[src/hw/rtl/adc_spi_read_frame_checker_unit_defines.svh]
// ----------------------------------------------------------------------------
// Assertion macros for the ADC serial read frame checker
// Implication helpers shared by the checker RTL files.
// ----------------------------------------------------------------------------
`ifndef ADC_SPI_READ_FRAME_CHECKER_UNIT_DEFINES_SVH
`define ADC_SPI_READ_FRAME_CHECKER_UNIT_DEFINES_SVH

// same-cycle implication
`define ASRFC_ASSERT(LABEL, CLK, RST, ANTE, CONS, MSG) \
  LABEL: assert property (@(posedge CLK) disable iff (RST) (ANTE) |-> (CONS)) \
    else $error(MSG);

// next-cycle implication
`define ASRFC_ASSERT_NEXT(LABEL, CLK, RST, ANTE, CONS, MSG) \
  LABEL: assert property (@(posedge CLK) disable iff (RST) (ANTE) |=> (CONS)) \
    else $error(MSG);

`endif

[src/hw/rtl/asrfc_pkg.sv]
// ----------------------------------------------------------------------------
// asrfc_pkg
// Types and constants of the ADC serial read frame checker.
// ----------------------------------------------------------------------------
package asrfc_pkg;

  localparam int ByteW    = 8;
  localparam int ValueW   = 40;
  localparam int ModeW    = 2;
  localparam int CfgIdxW  = 2;
  localparam int CfgDataW = 8;

  localparam logic [ByteW-1:0] CrcTopBit   = 8'h80;
  localparam logic [ByteW-1:0] CrcPolyRst  = 8'h07;

  // check modes; the unused code behaves as no check
  localparam logic [ModeW-1:0] ModeNone = 2'd0;
  localparam logic [ModeW-1:0] ModeCrc  = 2'd1;
  localparam logic [ModeW-1:0] ModeXor  = 2'd2;

  // configuration register indexes
  localparam logic [CfgIdxW-1:0] RegCheckMode = 2'd0;
  localparam logic [CfgIdxW-1:0] RegCrcPoly   = 2'd1;

  typedef struct packed {
    logic valid;
    logic first;
    logic last;
  } step_t;

  typedef struct packed {
    logic [ValueW-1:0] read_value;
    logic [ByteW-1:0]  check_residue;
    logic              frame_ok;
  } result_t;

endpackage

[src/hw/rtl/asrfc_if.sv]
// ----------------------------------------------------------------------------
// asrfc channel interfaces
// Byte input, result output and configuration write channels.
// ----------------------------------------------------------------------------
interface asrfc_in_if;
  import asrfc_pkg::*;
  logic             valid;
  logic             ready;
  logic [ByteW-1:0] frame_byte;
  logic             first_byte;
  logic             last_byte;

  modport source (output valid, frame_byte, first_byte, last_byte, input ready);
  modport sink   (input valid, frame_byte, first_byte, last_byte, output ready);
endinterface

interface asrfc_out_if;
  import asrfc_pkg::*;
  logic              valid;
  logic              ready;
  logic [ValueW-1:0] read_value;
  logic [ByteW-1:0]  check_residue;
  logic              frame_ok;

  modport source (output valid, read_value, check_residue, frame_ok, input ready);
  modport sink   (input valid, read_value, check_residue, frame_ok, output ready);
endinterface

interface asrfc_cfg_if;
  import asrfc_pkg::*;
  logic                valid;
  logic                ready;
  logic [CfgIdxW-1:0]  index;
  logic [CfgDataW-1:0] data;

  modport source (output valid, index, data, input ready);
  modport sink   (input valid, index, data, output ready);
endinterface

[src/hw/rtl/adc_spi_read_frame_checker_unit.sv]
// ----------------------------------------------------------------------------
// adc_spi_read_frame_checker_unit
// Checks CRC-8 or XOR of serial ADC read frames and assembles the data bytes.
// ----------------------------------------------------------------------------
//  channel | dir | payload                                    | handshake
//  frame   | in  | frame_byte[7:0], first_byte, last_byte     | valid/ready
//  result  | out | read_value[39:0], check_residue[7:0], ok   | valid/ready
//  cfg     | in  | index[1:0], data[7:0]                      | valid/ready
//
//  One byte per cycle sustained while no last byte waits on a stalled result.
//  Stages: input register, then frame state update into the result register.
//  rst is synchronous: mode 0, polynomial 0x07, frame state cleared.
//  A stalled result only holds back a stage holding a frame's last byte.
//  cfg is always ready; writes take effect on the next byte processed.
// ----------------------------------------------------------------------------
`include "adc_spi_read_frame_checker_unit_defines.svh"

module adc_spi_read_frame_checker_unit #(
  parameter int MAX_DATA_BYTES = 5
) (
  input  logic        clk,
  input  logic        rst,
  asrfc_in_if.sink    frame,
  asrfc_out_if.source result,
  asrfc_cfg_if.sink   cfg
);
  import asrfc_pkg::*;

  logic [ModeW-1:0] check_mode;
  logic [ByteW-1:0] crc_poly;

  // input stage
  logic             s1_valid;
  logic [ByteW-1:0] s1_byte;
  logic             s1_first;
  logic             s1_last;
  logic             s1_consume;

  // result stage
  logic    res_valid;
  result_t res_next;
  result_t res;
  step_t   step;

  assign cfg.ready = 1'b1;

  always_ff @(posedge clk) begin
    if (rst) begin
      check_mode <= ModeNone;
      crc_poly   <= CrcPolyRst;
    end else if (cfg.valid) begin
      unique case (cfg.index)
        RegCheckMode: check_mode <= cfg.data[ModeW-1:0];
        RegCrcPoly:   crc_poly   <= cfg.data;
        default: ;
      endcase
    end
  end

  // a byte that makes no result never waits on the output side
  assign s1_consume  = s1_valid && (!s1_last || !res_valid || result.ready);
  assign frame.ready = !s1_valid || s1_consume;

  always_ff @(posedge clk) begin
    if (rst) begin
      s1_valid <= 1'b0;
    end else if (frame.ready) begin
      s1_valid <= frame.valid;
    end
  end

  always_ff @(posedge clk) begin
    if (frame.valid && frame.ready) begin
      s1_byte  <= frame.frame_byte;
      s1_first <= frame.first_byte;
      s1_last  <= frame.last_byte;
    end
  end

  assign step.valid = s1_consume;
  assign step.first = s1_first;
  assign step.last  = s1_last;

  asrfc_frame #(
    .MAX_DATA_BYTES (MAX_DATA_BYTES)
  ) u_frame (
    .clk        (clk),
    .rst        (rst),
    .step       (step),
    .data       (s1_byte),
    .check_mode (check_mode),
    .crc_poly   (crc_poly),
    .res        (res_next)
  );

  always_ff @(posedge clk) begin
    if (rst) begin
      res_valid <= 1'b0;
    end else if (s1_consume && s1_last) begin
      res_valid <= 1'b1;
    end else if (result.ready) begin
      res_valid <= 1'b0;
    end
  end

  always_ff @(posedge clk) begin
    if (s1_consume && s1_last) begin
      res <= res_next;
    end
  end

  assign result.valid         = res_valid;
  assign result.read_value    = res.read_value;
  assign result.check_residue = res.check_residue;
  assign result.frame_ok      = res.frame_ok;

  `ASRFC_ASSERT_NEXT(a_s1_hold, clk, rst, s1_valid && !s1_consume, s1_valid, "input stage dropped a byte")
  `ASRFC_ASSERT(a_no_overwrite, clk, rst, s1_consume && s1_last, !res_valid || result.ready, "result overwritten while pending")
  `ASRFC_ASSERT(a_ok_matches, clk, rst, res_valid, result.frame_ok == (result.check_residue == '0), "pass flag disagrees with residue")

endmodule

[src/hw/rtl/asrfc_crc8.sv]
// ----------------------------------------------------------------------------
// asrfc_crc8
// Byte-wide MSB-first CRC-8 update with a programmable polynomial.
// ----------------------------------------------------------------------------
module asrfc_crc8 (
  input  logic [7:0] crc,
  input  logic [7:0] data,
  input  logic [7:0] poly,
  output logic [7:0] crc_next
);
  import asrfc_pkg::*;

  always_comb begin
    logic [ByteW-1:0] r;
    r = crc ^ data;
    for (int k = 0; k < ByteW; k++) begin
      if ((r & CrcTopBit) != '0) begin
        r = {r[ByteW-2:0], 1'b0} ^ poly;
      end else begin
        r = {r[ByteW-2:0], 1'b0};
      end
    end
    crc_next = r;
  end

endmodule

[src/hw/rtl/asrfc_frame.sv]
// ----------------------------------------------------------------------------
// asrfc_frame
// Per-frame state: running CRC, running XOR, data assembly and byte count.
// ----------------------------------------------------------------------------
`include "adc_spi_read_frame_checker_unit_defines.svh"

module asrfc_frame #(
  parameter int MAX_DATA_BYTES = 5
) (
  input  logic                       clk,
  input  logic                       rst,
  input  asrfc_pkg::step_t           step,
  input  logic [7:0]                 data,
  input  logic [asrfc_pkg::ModeW-1:0] check_mode,
  input  logic [7:0]                 crc_poly,
  output asrfc_pkg::result_t         res
);
  import asrfc_pkg::*;

  localparam int CntW = $clog2(MAX_DATA_BYTES + 1);

  logic [ByteW-1:0]  running_crc, running_crc_next;
  logic [ByteW-1:0]  running_xor, running_xor_next;
  logic [ValueW-1:0] value_acc, value_acc_next;
  logic [CntW-1:0]   data_count, data_count_next;

  logic [ByteW-1:0]  crc_base, xor_base;
  logic [ValueW-1:0] acc_base;
  logic [CntW-1:0]   cnt_base;
  logic              checked;
  logic              take;
  logic [ByteW-1:0]  residue;

  // a start mark drops whatever the previous frame left
  assign crc_base = step.first ? '0 : running_crc;
  assign xor_base = step.first ? '0 : running_xor;
  assign acc_base = step.first ? '0 : value_acc;
  assign cnt_base = step.first ? '0 : data_count;

  asrfc_crc8 u_crc (
    .crc      (crc_base),
    .data     (data),
    .poly     (crc_poly),
    .crc_next (running_crc_next)
  );

  assign running_xor_next = xor_base ^ data;
  assign checked = (check_mode == ModeCrc) || (check_mode == ModeXor);
  // in a checked mode the closing byte is the check byte, not data
  assign take = !step.first && (!step.last || !checked);

  always_comb begin
    value_acc_next  = acc_base;
    data_count_next = cnt_base;
    if (take && (cnt_base < CntW'(MAX_DATA_BYTES))) begin
      value_acc_next  = {acc_base[ValueW-ByteW-1:0], data};
      data_count_next = cnt_base + CntW'(1);
    end
  end

  always_comb begin
    unique case (check_mode)
      ModeCrc: residue = running_crc_next;
      ModeXor: residue = running_xor_next;
      default: residue = '0;
    endcase
  end

  assign res.read_value    = value_acc_next;
  assign res.check_residue = residue;
  assign res.frame_ok      = (residue == '0);

  always_ff @(posedge clk) begin
    if (rst) begin
      running_crc <= '0;
      running_xor <= '0;
      value_acc   <= '0;
      data_count  <= '0;
    end else if (step.valid) begin
      if (step.last) begin
        running_crc <= '0;
        running_xor <= '0;
        value_acc   <= '0;
        data_count  <= '0;
      end else begin
        running_crc <= running_crc_next;
        running_xor <= running_xor_next;
        value_acc   <= value_acc_next;
        data_count  <= data_count_next;
      end
    end
  end

  `ASRFC_ASSERT(a_count_bound, clk, rst, 1'b1, data_count <= CntW'(MAX_DATA_BYTES), "data count past limit")
  `ASRFC_ASSERT_NEXT(a_clear_after_last, clk, rst, step.valid && step.last, (data_count == '0) && (running_crc == '0) && (running_xor == '0), "frame state not cleared after last byte")
  `ASRFC_ASSERT_NEXT(a_hold_when_idle, clk, rst, !step.valid, $stable(running_crc) && $stable(value_acc), "frame state moved without a byte")

endmodule

[src/flat_wrapper.sv]
// flat-port wrapper written by rule: the top's interface ports become plain ports
module adc_spi_read_frame_checker_unit_flat import asrfc_pkg::*;
#(
  parameter int MAX_DATA_BYTES = 5
)
  (clk, rst, frame_valid, frame_frame_byte, frame_first_byte, frame_last_byte, frame_ready, result_valid, result_read_value, result_check_residue, result_frame_ok, result_ready, cfg_valid, cfg_index, cfg_data, cfg_ready);
  asrfc_in_if frame_i ();
  asrfc_out_if result_i ();
  asrfc_cfg_if cfg_i ();
  input  logic clk;
  input  logic rst;
  input wire logic [$bits(frame_i.valid)-1:0] frame_valid;
  input wire logic [$bits(frame_i.frame_byte)-1:0] frame_frame_byte;
  input wire logic [$bits(frame_i.first_byte)-1:0] frame_first_byte;
  input wire logic [$bits(frame_i.last_byte)-1:0] frame_last_byte;
  output wire logic [$bits(frame_i.ready)-1:0] frame_ready;
  output wire logic [$bits(result_i.valid)-1:0] result_valid;
  output wire logic [$bits(result_i.read_value)-1:0] result_read_value;
  output wire logic [$bits(result_i.check_residue)-1:0] result_check_residue;
  output wire logic [$bits(result_i.frame_ok)-1:0] result_frame_ok;
  input wire logic [$bits(result_i.ready)-1:0] result_ready;
  input wire logic [$bits(cfg_i.valid)-1:0] cfg_valid;
  input wire logic [$bits(cfg_i.index)-1:0] cfg_index;
  input wire logic [$bits(cfg_i.data)-1:0] cfg_data;
  output wire logic [$bits(cfg_i.ready)-1:0] cfg_ready;
  assign frame_i.valid = frame_valid;
  assign frame_i.frame_byte = frame_frame_byte;
  assign frame_i.first_byte = frame_first_byte;
  assign frame_i.last_byte = frame_last_byte;
  assign frame_ready = frame_i.ready;
  assign result_valid = result_i.valid;
  assign result_read_value = result_i.read_value;
  assign result_check_residue = result_i.check_residue;
  assign result_frame_ok = result_i.frame_ok;
  assign result_i.ready = result_ready;
  assign cfg_i.valid = cfg_valid;
  assign cfg_i.index = cfg_index;
  assign cfg_i.data = cfg_data;
  assign cfg_ready = cfg_i.ready;
  adc_spi_read_frame_checker_unit #(.MAX_DATA_BYTES(MAX_DATA_BYTES)) u_core (.clk(clk), .rst(rst), .frame(frame_i), .result(result_i), .cfg(cfg_i));
endmodule
[config.mk]
export PLATFORM = sky130hd
export DESIGN_NAME = adc_spi_read_frame_checker_unit_flat
export DESIGN_NICKNAME = d
export VERILOG_FILES = /design/src/hw/rtl/asrfc_pkg.sv /design/src/hw/rtl/asrfc_if.sv /design/src/hw/rtl/adc_spi_read_frame_checker_unit.sv /design/src/hw/rtl/asrfc_crc8.sv /design/src/hw/rtl/asrfc_frame.sv /design/src/flat_wrapper.sv
export VERILOG_INCLUDE_DIRS = /design/src /design/src/hw/rtl
export SDC_FILE = /design/constraint.sdc
export NUM_CORES = 1
export LEC_CHECK = 0
export ABC_AREA = 1
export ABC_CLOCK_PERIOD_IN_PS = 4200
export BUFFER_PORTS_ARGS = -buffer_cell sky130_fd_sc_hd__buf_2
export CAP_MARGIN = 25
export CORE_ASPECT_RATIO = 1.75
export CORE_MARGIN = 2
export CORE_UTILIZATION = 46
export DETAILED_ROUTE_END_ITERATION = 10
export HOLD_SLACK_MARGIN = 0.03
export PLACE_DENSITY = 0.65
export SLEW_MARGIN = 20
export SYNTH_ARGS = -nofsm -noshare
export SYNTH_HDL_FRONTEND = slang
export SYNTH_SLANG_ARGS = --single-unit
[constraint.sdc]
create_clock -name clk -period 4.2 [get_ports clk]
set_input_delay 0 -clock clk [delete_from_list [all_inputs] [get_ports clk]]
set_output_delay 0 -clock clk [all_outputs]
set_load 0.02 [all_outputs]
==> reports/results.ini, run 1 <==
[critical_path]
worstSetupPathType = reg2reg
critPathCaptureType = flop
r2r_cells = 28
r2r_end = u_core.result.frame_ok$_DFFE_PP_
worstSetupStartpointType = flop
startpoint = u_core.s1_first$_DFFE_PP_
r2r-start = u_core.s1_first$_DFFE_PP_
crit_end = u_core.result.frame_ok$_DFFE_PP_
max_stage_delay_ns = 0.47
critPathTopFamily = simple AND/OR/NAND/NOR gates
rrSetupSlack_ns = 0.45
cp_common_cell = nand2_1
critPathBufInv = 2
cp_slowest_cell = edfxtp_1
critPathMaxFanout = 15
crit_required_ns = 4.37
worst-path-stages = 28
cp.arrival_ns = 3.92

[synth]
syn_inst = 877
avgSynthCellArea_um2 = 7.651
ys_seq_elements = 130
synth_nets = 905
ys_types = 34
synth_area_um2 = 6710
synth_warnings = 0
seq_area_frac_synth_pct = 47.59

[timing]
post-route-period-util_pct = 89.27
fin_crit_ns = 3.749
setup_viol = 0
setup_tns_ns = 0
worst_pin_slew_ns = 1.007
finalHoldViolCount = 0
slew-limit-headroom_pct = 32.68
maxSlewViolCount = 0
max_freq_ghz = 0.2667
fin_ws_ns = 0.4507
finalClockSkew_ns = 0.01235

[die]
initial_core_util_pct = 46.94
num_rows = 58
die_h_um = 163.8
num_io_pins = 77
die_width_um = 95.30
die_area_um2 = 15610
core_um2 = 14300

[finish]
areaGrowthSynthToFinish_pct = 19.71
fin_nets = 990
drive_gt1_share_pct = 17.54
antennaDiodeCount = 0
final_cell_area_um2 = 8033
final_core_util_pct = 56.19

[clocking]
root_buffer = clkbuf_16
insertion_delay_ns = 0.42
clk_pin_slew_worst_paths_ns = 0.06
cts_sinks = 130
clockBufferDepth = 2
cts_buffers = 17
cts_tree = built
htree_levels = 4

[placement]
portBuffers = 75
hpwl_um = 11760
pre_cts_slack_ns = 0.3574
gp_congestion = 0.9128
postPlaceCellArea_um2 = 7191

[routing]
dr.pass1.iters = 5
routedWlPerCell_um = 14.63
vias_per_cell = 5.060
drc = 0
ant_nets = 0
drtIter0Drc = 353
num_vias = 5844
wl_um = 16900

[global_routing]
antenna_found_initial = 0
grt_max_degree = 63
gr-total-overflow = 0
grt_pass1_wl_um = 27270
grt_util_all_layers_pct = 22.86
grt_pass1_vias = 5531

[min_path]
holdPathStages = 4
min_path_type = in2reg

[power]
powerDensity_nw_per_um2 = 427.9
p_leak_nw = 3.415
ir_drop_v = 0.0002786
finalPower_mw = 3.437

[job]
timing.max_cap.violations = 0

[run_status]
outcome = completed

logic make-up after synthesis:
family / Yosys count / synth area share [%]
compound gates: 102 / 7.813
fa+ha+maj: 3 / 0.5594
xor+xnor: 40 / 5.333
simple gates: 484 / 31.44
flops: 130 / 47.59
other cells: 1 / 0.05589
buf+inv: 117 / 7.216
per-stage QoR:
step | hold slack [ns] | cells
2_1_floorplan | 0.09887 | 877
6_report | 0.1776 | 1155
4_1_cts | 0.1596 | 1152
3_5_place_dp | 0.1816 | 1097
3_3_place_gp | 0.1782 | 1097
5_1_grt | 0.2181 | 1155
registers in the layout, indices dropped and copies added (netlist names):
| name | flops |
|---|---|
| u_core.result.valid | 1 |
| u_core.s1_valid | 1 |
| u_core.u_frame.running_crc | 8 |
| u_core.u_frame.running_xor | 8 |
| u_core.result.frame_ok | 1 |
| u_core.check_mode | 2 |
| u_core.crc_poly | 8 |
| u_core.s1_first | 1 |
| u_core.u_frame.data_count | 3 |
| u_core.u_frame.value_acc | 40 |
| u_core.result.read_value | 40 |
| u_core.s1_byte | 8 |
| u_core.s1_last | 1 |
| u_core.result.check_residue | 8 |
Yosys cell counts:
cell | n | area, um2
nand2_1 | 334 | 1254
nand3_1 | 88 | 440.4
a21oi_1 | 73 | 365.4
dfxtp_1 | 71 | 1421
edfxtp_1 | 59 | 1772
inv_1 | 58 | 217.7
clkbuf_1 | 34 | 127.6
xor2_1 | 25 | 219.0
nand2_2 | 18 | 112.6
nor2_1 | 18 | 67.56
o21ai_0 | 18 | 90.09
xnor2_1 | 14 | 122.6
nand3_2 | 10 | 100.1
inv_2 | 8 | 30.03
nand2_4 | 5 | 56.30
o21ai_1 | 5 | 25.02
buf_1 | 4 | 15.01
buf_4 | 4 | 30.03
nor2_2 | 4 | 25.02
o211ai_1 | 4 | 30.03
buf_2 | 3 | 15.01
clkinv_1 | 3 | 11.26
ha_1 | 3 | 37.54
nand4_1 | 3 | 18.77
buf_6 | 2 | 22.52
a31oi_1 | 1 | 6.260
buf_8 | 1 | 15.01
conb_1 | 1 | 3.750
nand2b_1 | 1 | 6.260
nand4_2 | 1 | 12.51
nor2_4 | 1 | 11.26
nor3_1 | 1 | 5.000
o31ai_1 | 1 | 7.510
xnor2_2 | 1 | 16.27
what timing repair did:
action / 4_1_cts / 5_1_grt
hold endpoints to repair: 22 / 0
setup endpoints to repair: 0 / 1
hold buffers: 23 / 0
gates resized for setup: 0 / 2
buffers inserted: 0 / 2
routing by layer:
metal  vias up  track usage [%]  wire length (um)
met4         0            12.45               825
li1       2990                -                 -
met2       126            41.65              9247
met1      2687            24.56              6378
met5         -                0                 0
met3        41            3.578               450
cells in the final DEF, fill, tap and decap left out, drive strengths merged:
cell type / instances
edfxtp: 59
o211ai: 4
o31ai: 1
nand4: 4
dfxtp: 71
a21oi: 73
o21ai: 23
a31oi: 1
inv: 68
dlygate4sd3: 23
nand2b: 1
buf: 91
xor2: 25
conb: 1
nor3: 1
ha: 3
clkinv: 8
nor2: 23
clkinvlp: 4
xnor2: 15
clkbuf: 19
nand3: 98
nand2: 357
bufinv: 2
power by group:
part | switching [mW] | internal [mW] | leakage [nW] | total, mW
combinational | 0.420 | 0.210 | 2.01 | 0.630
clock | 0.555 | 0.872 | 0.270 | 1.43
sequential | 0.0249 | 1.36 | 1.14 | 1.38
total | 1.00 | 2.44 | 3.42 | 3.44
worst min path at each step:
stage | slack, ns | end | from
CTS | 0.16 | u_core.crc_poly[6]$_SDFFE_PP0P_ | cfg_index[0]
detailed placement | 0.18 | u_core.s1_byte[6]$_DFFE_PP_ | frame_frame_byte[6]
finish | 0.18 | u_core.crc_poly[6]$_SDFFE_PP0P_ | cfg_index[0]
global placement | 0.18 | u_core.s1_byte[6]$_DFFE_PP_ | frame_frame_byte[6]
floorplan | 0.1 | u_core.s1_byte[0]$_DFFE_PP_ | frame_frame_byte[0]
global route | 0.22 | u_core.crc_poly[6]$_SDFFE_PP0P_ | cfg_index[0]
worst reg2reg max path, delay by kind of cell, from the launching register on:
kind | cells | cell delay [ns]
AO/OA/AOI/OAI | 1 | 0.10
XOR/XNOR | 1 | 0.20
buffers and inverters | 2 | 0.24
flip-flops | 1 | 0.47
AND/OR/NAND/NOR | 24 | 2.50
final cells by class:
cell class / count / area (um2)
clock buffer: 19 / 432.9
clock inverter: 13 / 136.4
fill: 1372 / 6264
inverter: 69 / 261.5
multi-input combinational: 630 / 3045
sequential: 130 / 3193
tap: 180 / 225.2
timing repair buffer: 114 / 738.2
Power figures use the tool's default switching activity.
==> inputs of run 2 (changes only) <==
--- a/config.mk
+++ b/config.mk
@@ -15,7 +15,7 @@
 export CORE_UTILIZATION = 46
 export DETAILED_ROUTE_END_ITERATION = 10
 export HOLD_SLACK_MARGIN = 0.03
-export PLACE_DENSITY = 0.65
+export PLACE_DENSITY = 0.74
 export SLEW_MARGIN = 20
 export SYNTH_ARGS = -nofsm -noshare
 export SYNTH_HDL_FRONTEND = slang
==> run 2 against run 1 <==
  * Hold slack better by 0.021 ns
  * Count of clock-buffer cells in the layout is 1 lower
  * Setup slack got worse by 0.023 ns
  * Sequential power about the same
  * Design area up 0.23%
  * Clock skew decreased by 0.0038 ns
  * Core utilization rose by 0.13 points
  * Final cell count shrank 0.26%
  * Total power increased by 2.1%
  * Die area is the same
  * Register-to-register slack lost 0.02 ns
  * Routed wire length rose by 0.53%
==> reports/results.ini, run 2 (synthesized netlist as in run 1, its figures left out) <==
[clocking]
clk_pin_slew_worst_paths_ns = 0.06  ; about the same
insertion_delay_ns = 0.41  ; about the same
cts_buffers = 17  ; unchanged
root_buffer = clkbuf_16
cts_tree = built
clockBufferDepth = 2  ; unchanged
cts_sinks = 130  ; unchanged
htree_levels = 4  ; unchanged

[timing]
fin_ws_ns = 0.4281  ; -0.02255 ns
fin_crit_ns = 3.772  ; +0.02255 ns
maxSlewViolCount = 0  ; unchanged
setup_tns_ns = 0  ; unchanged
post-route-period-util_pct = 89.81  ; +0.54 points
setup_viol = 0  ; unchanged
fin_hold_ws_ns = 0.1989  ; +0.02132 ns
max_freq_ghz = 0.2651  ; -0.60%
worst_pin_slew_ns = 0.6686  ; -0.3387 ns
finalHoldViolCount = 0  ; unchanged
slew-limit-headroom_pct = 55.42  ; +23 points
finalClockSkew_ns = 0.008574  ; -0.003774 ns
rsz0062_at_grt = no

[die]
num_rows = 58  ; unchanged
die_area_um2 = 15610  ; unchanged
num_io_pins = 77  ; unchanged
die_width_um = 95.30  ; unchanged
initial_core_util_pct = 46.94  ; unchanged
core_um2 = 14300  ; unchanged
die_h_um = 163.8  ; unchanged

[power]
p_int_mw = 2.507  ; +2.8%
switching_share_pct = 28.58  ; -0.50 points
ir_drop_v = 0.0002896  ; +3.9%
power.switching_mw = 1.003  ; +0.37%
powerDensity_nw_per_um2 = 435.9  ; +1.9%
finalPower_mw = 3.510  ; +2.1%
pwr-share-seq_pct = 39.4  ; -0.8 points
combPwrFrac_pct = 17.6  ; -0.7 points
p_leak_nw = 3.432  ; +0.49%
power.share.clock_pct = 43.0  ; +1.5 points

[routing]
drtIter0Drc = 371  ; +5.1%
num_vias = 5957  ; +1.9%
wl_um = 16990  ; +0.53%
drc = 0  ; unchanged
vias_per_cell = 5.171  ; +2.2%
dr.pass1.iters = 5  ; unchanged
ant_nets = 0  ; unchanged
routedWlPerCell_um = 14.75  ; +0.79%

[finish]
n_fill_cell = 1310  ; -4.5%
layout_common_cells = nand2_1, nand3_1, buf_2
final_cell_area_um2 = 8051  ; +0.23%
areaGrowthSynthToFinish_pct = 19.99
antennaDiodeCount = 0  ; unchanged
drive_gt1_share_pct = 17.39  ; -0.15 points
layout_commonest_cell = nand2_1
fin_nets = 987  ; -0.30%
final_cells = 1152  ; -0.26%
final_core_util_pct = 56.32  ; +0.13 points

[placement]
gp_congestion = 0.9267  ; +1.5%
dp_cells = 1096  ; -0.091%
hpwl_um = 11770  ; +0.13%
postPlaceCellArea_um2 = 7183  ; -0.10%
portBuffers = 75  ; unchanged
pre_cts_slack_ns = 0.4284  ; +0.07102 ns

[global_routing]
gr-total-overflow = 0  ; unchanged
antenna_found_initial = 0  ; unchanged
grt_util_all_layers_pct = 22.57  ; -0.29 points
grt_max_degree = 63  ; unchanged
grt_pass1_vias = 5728  ; +3.6%
grt_pass1_wl_um = 27100  ; -0.61%

[critical_path]
crit_required_ns = 4.46  ; +0.09 ns
cp_common_cell = nand2_1
critPathMaxFanout = 15  ; unchanged
critPathCaptureType = flop
worstSetupStartpointType = flop
cp_slowest_cell = edfxtp_1
cp.arrival_ns = 4.03  ; +0.11 ns
max_stage_delay_ns = 0.47  ; about the same
worstSetupPathType = reg2reg

[run_status]
outcome = completed

[job]
timing.max_cap.violations = 0  ; unchanged

[min_path]
min_path_type = in2reg

[run 2: worst max-delay path: cells and delay by family, from the launching register on]
| family | cells | cell delay, ns |
|---|---|---|
| simple gates | 25 | 2.54 |
| flops | 1 | 0.47 |
| buf+inv | 2 | 0.25 |
| xor+xnor | 1 | 0.21 |
| compound gates | 1 | 0.14 |
[run 2: routing by layer]
| metal | wire (um) | GRT usage (%) | vias to the layer above |
|---|---|---|---|
| li1 | - | - | 2986 |
| met2 | 9311 | 41.81 | 169 |
| met3 | 647 | 3.257 | 50 |
| met5 | 0 | 0 | - |
| met1 | 6006 | 22.91 | 2752 |
| met4 | 1025 | 14.23 | 0 |
[run 2: repair_timing]
item                                    4_1_cts  5_1_grt
endpoints found under the setup margin        0        1
endpoints found under the hold margin        22        0
gates resized for setup                       0        1
hold buffers                                 23        0
buffers inserted                              0        0
[run 2: final timing paths]
check	from	to	slack [ns]	cells past startpoint
hold / removal	cfg_index[1]	u_core.crc_poly[4]$_SDFFE_PP0P_	0.20	4
setup / recovery	u_core.s1_first$_DFFE_PP_	u_core.result.frame_ok$_DFFE_PP_	0.43	29
setup reg to reg	u_core.s1_first$_DFFE_PP_	u_core.result.frame_ok$_DFFE_PP_	0.43	29
hold reg to reg	u_core.u_frame.value_acc[31]$_SDFFE_PP0P_	u_core.u_frame.value_acc[31]$_SDFFE_PP0P_	0.46	2
[run 2: final cells by class]
class / instances / area (um2) / area share (%)
Tap cell: 180 / 225.2 / 2.797
Clock inverter: 14 / 178.9 / 2.222
Multi-Input combinational cell: 630 / 3040 / 37.76
Sequential cell: 130 / 3193 / 39.66
Inverter: 69 / 261.5 / 3.248
Timing Repair Buffer: 111 / 723.2 / 8.982
Clock buffer: 18 / 429.2 / 5.330
[run 2: power groups by stage]
stage | clock (mW) | combinational (mW) | sequential (mW)
after CTS | 1.52 | 0.615 | 1.38
after detailed placement | 0 | 0.594 | 1.41
after floorplan | 0 | 0.480 | 1.41
after global placement | 0 | 0.589 | 1.41
final | 1.51 | 0.619 | 1.38
after global routing | 1.57 | 0.693 | 1.38
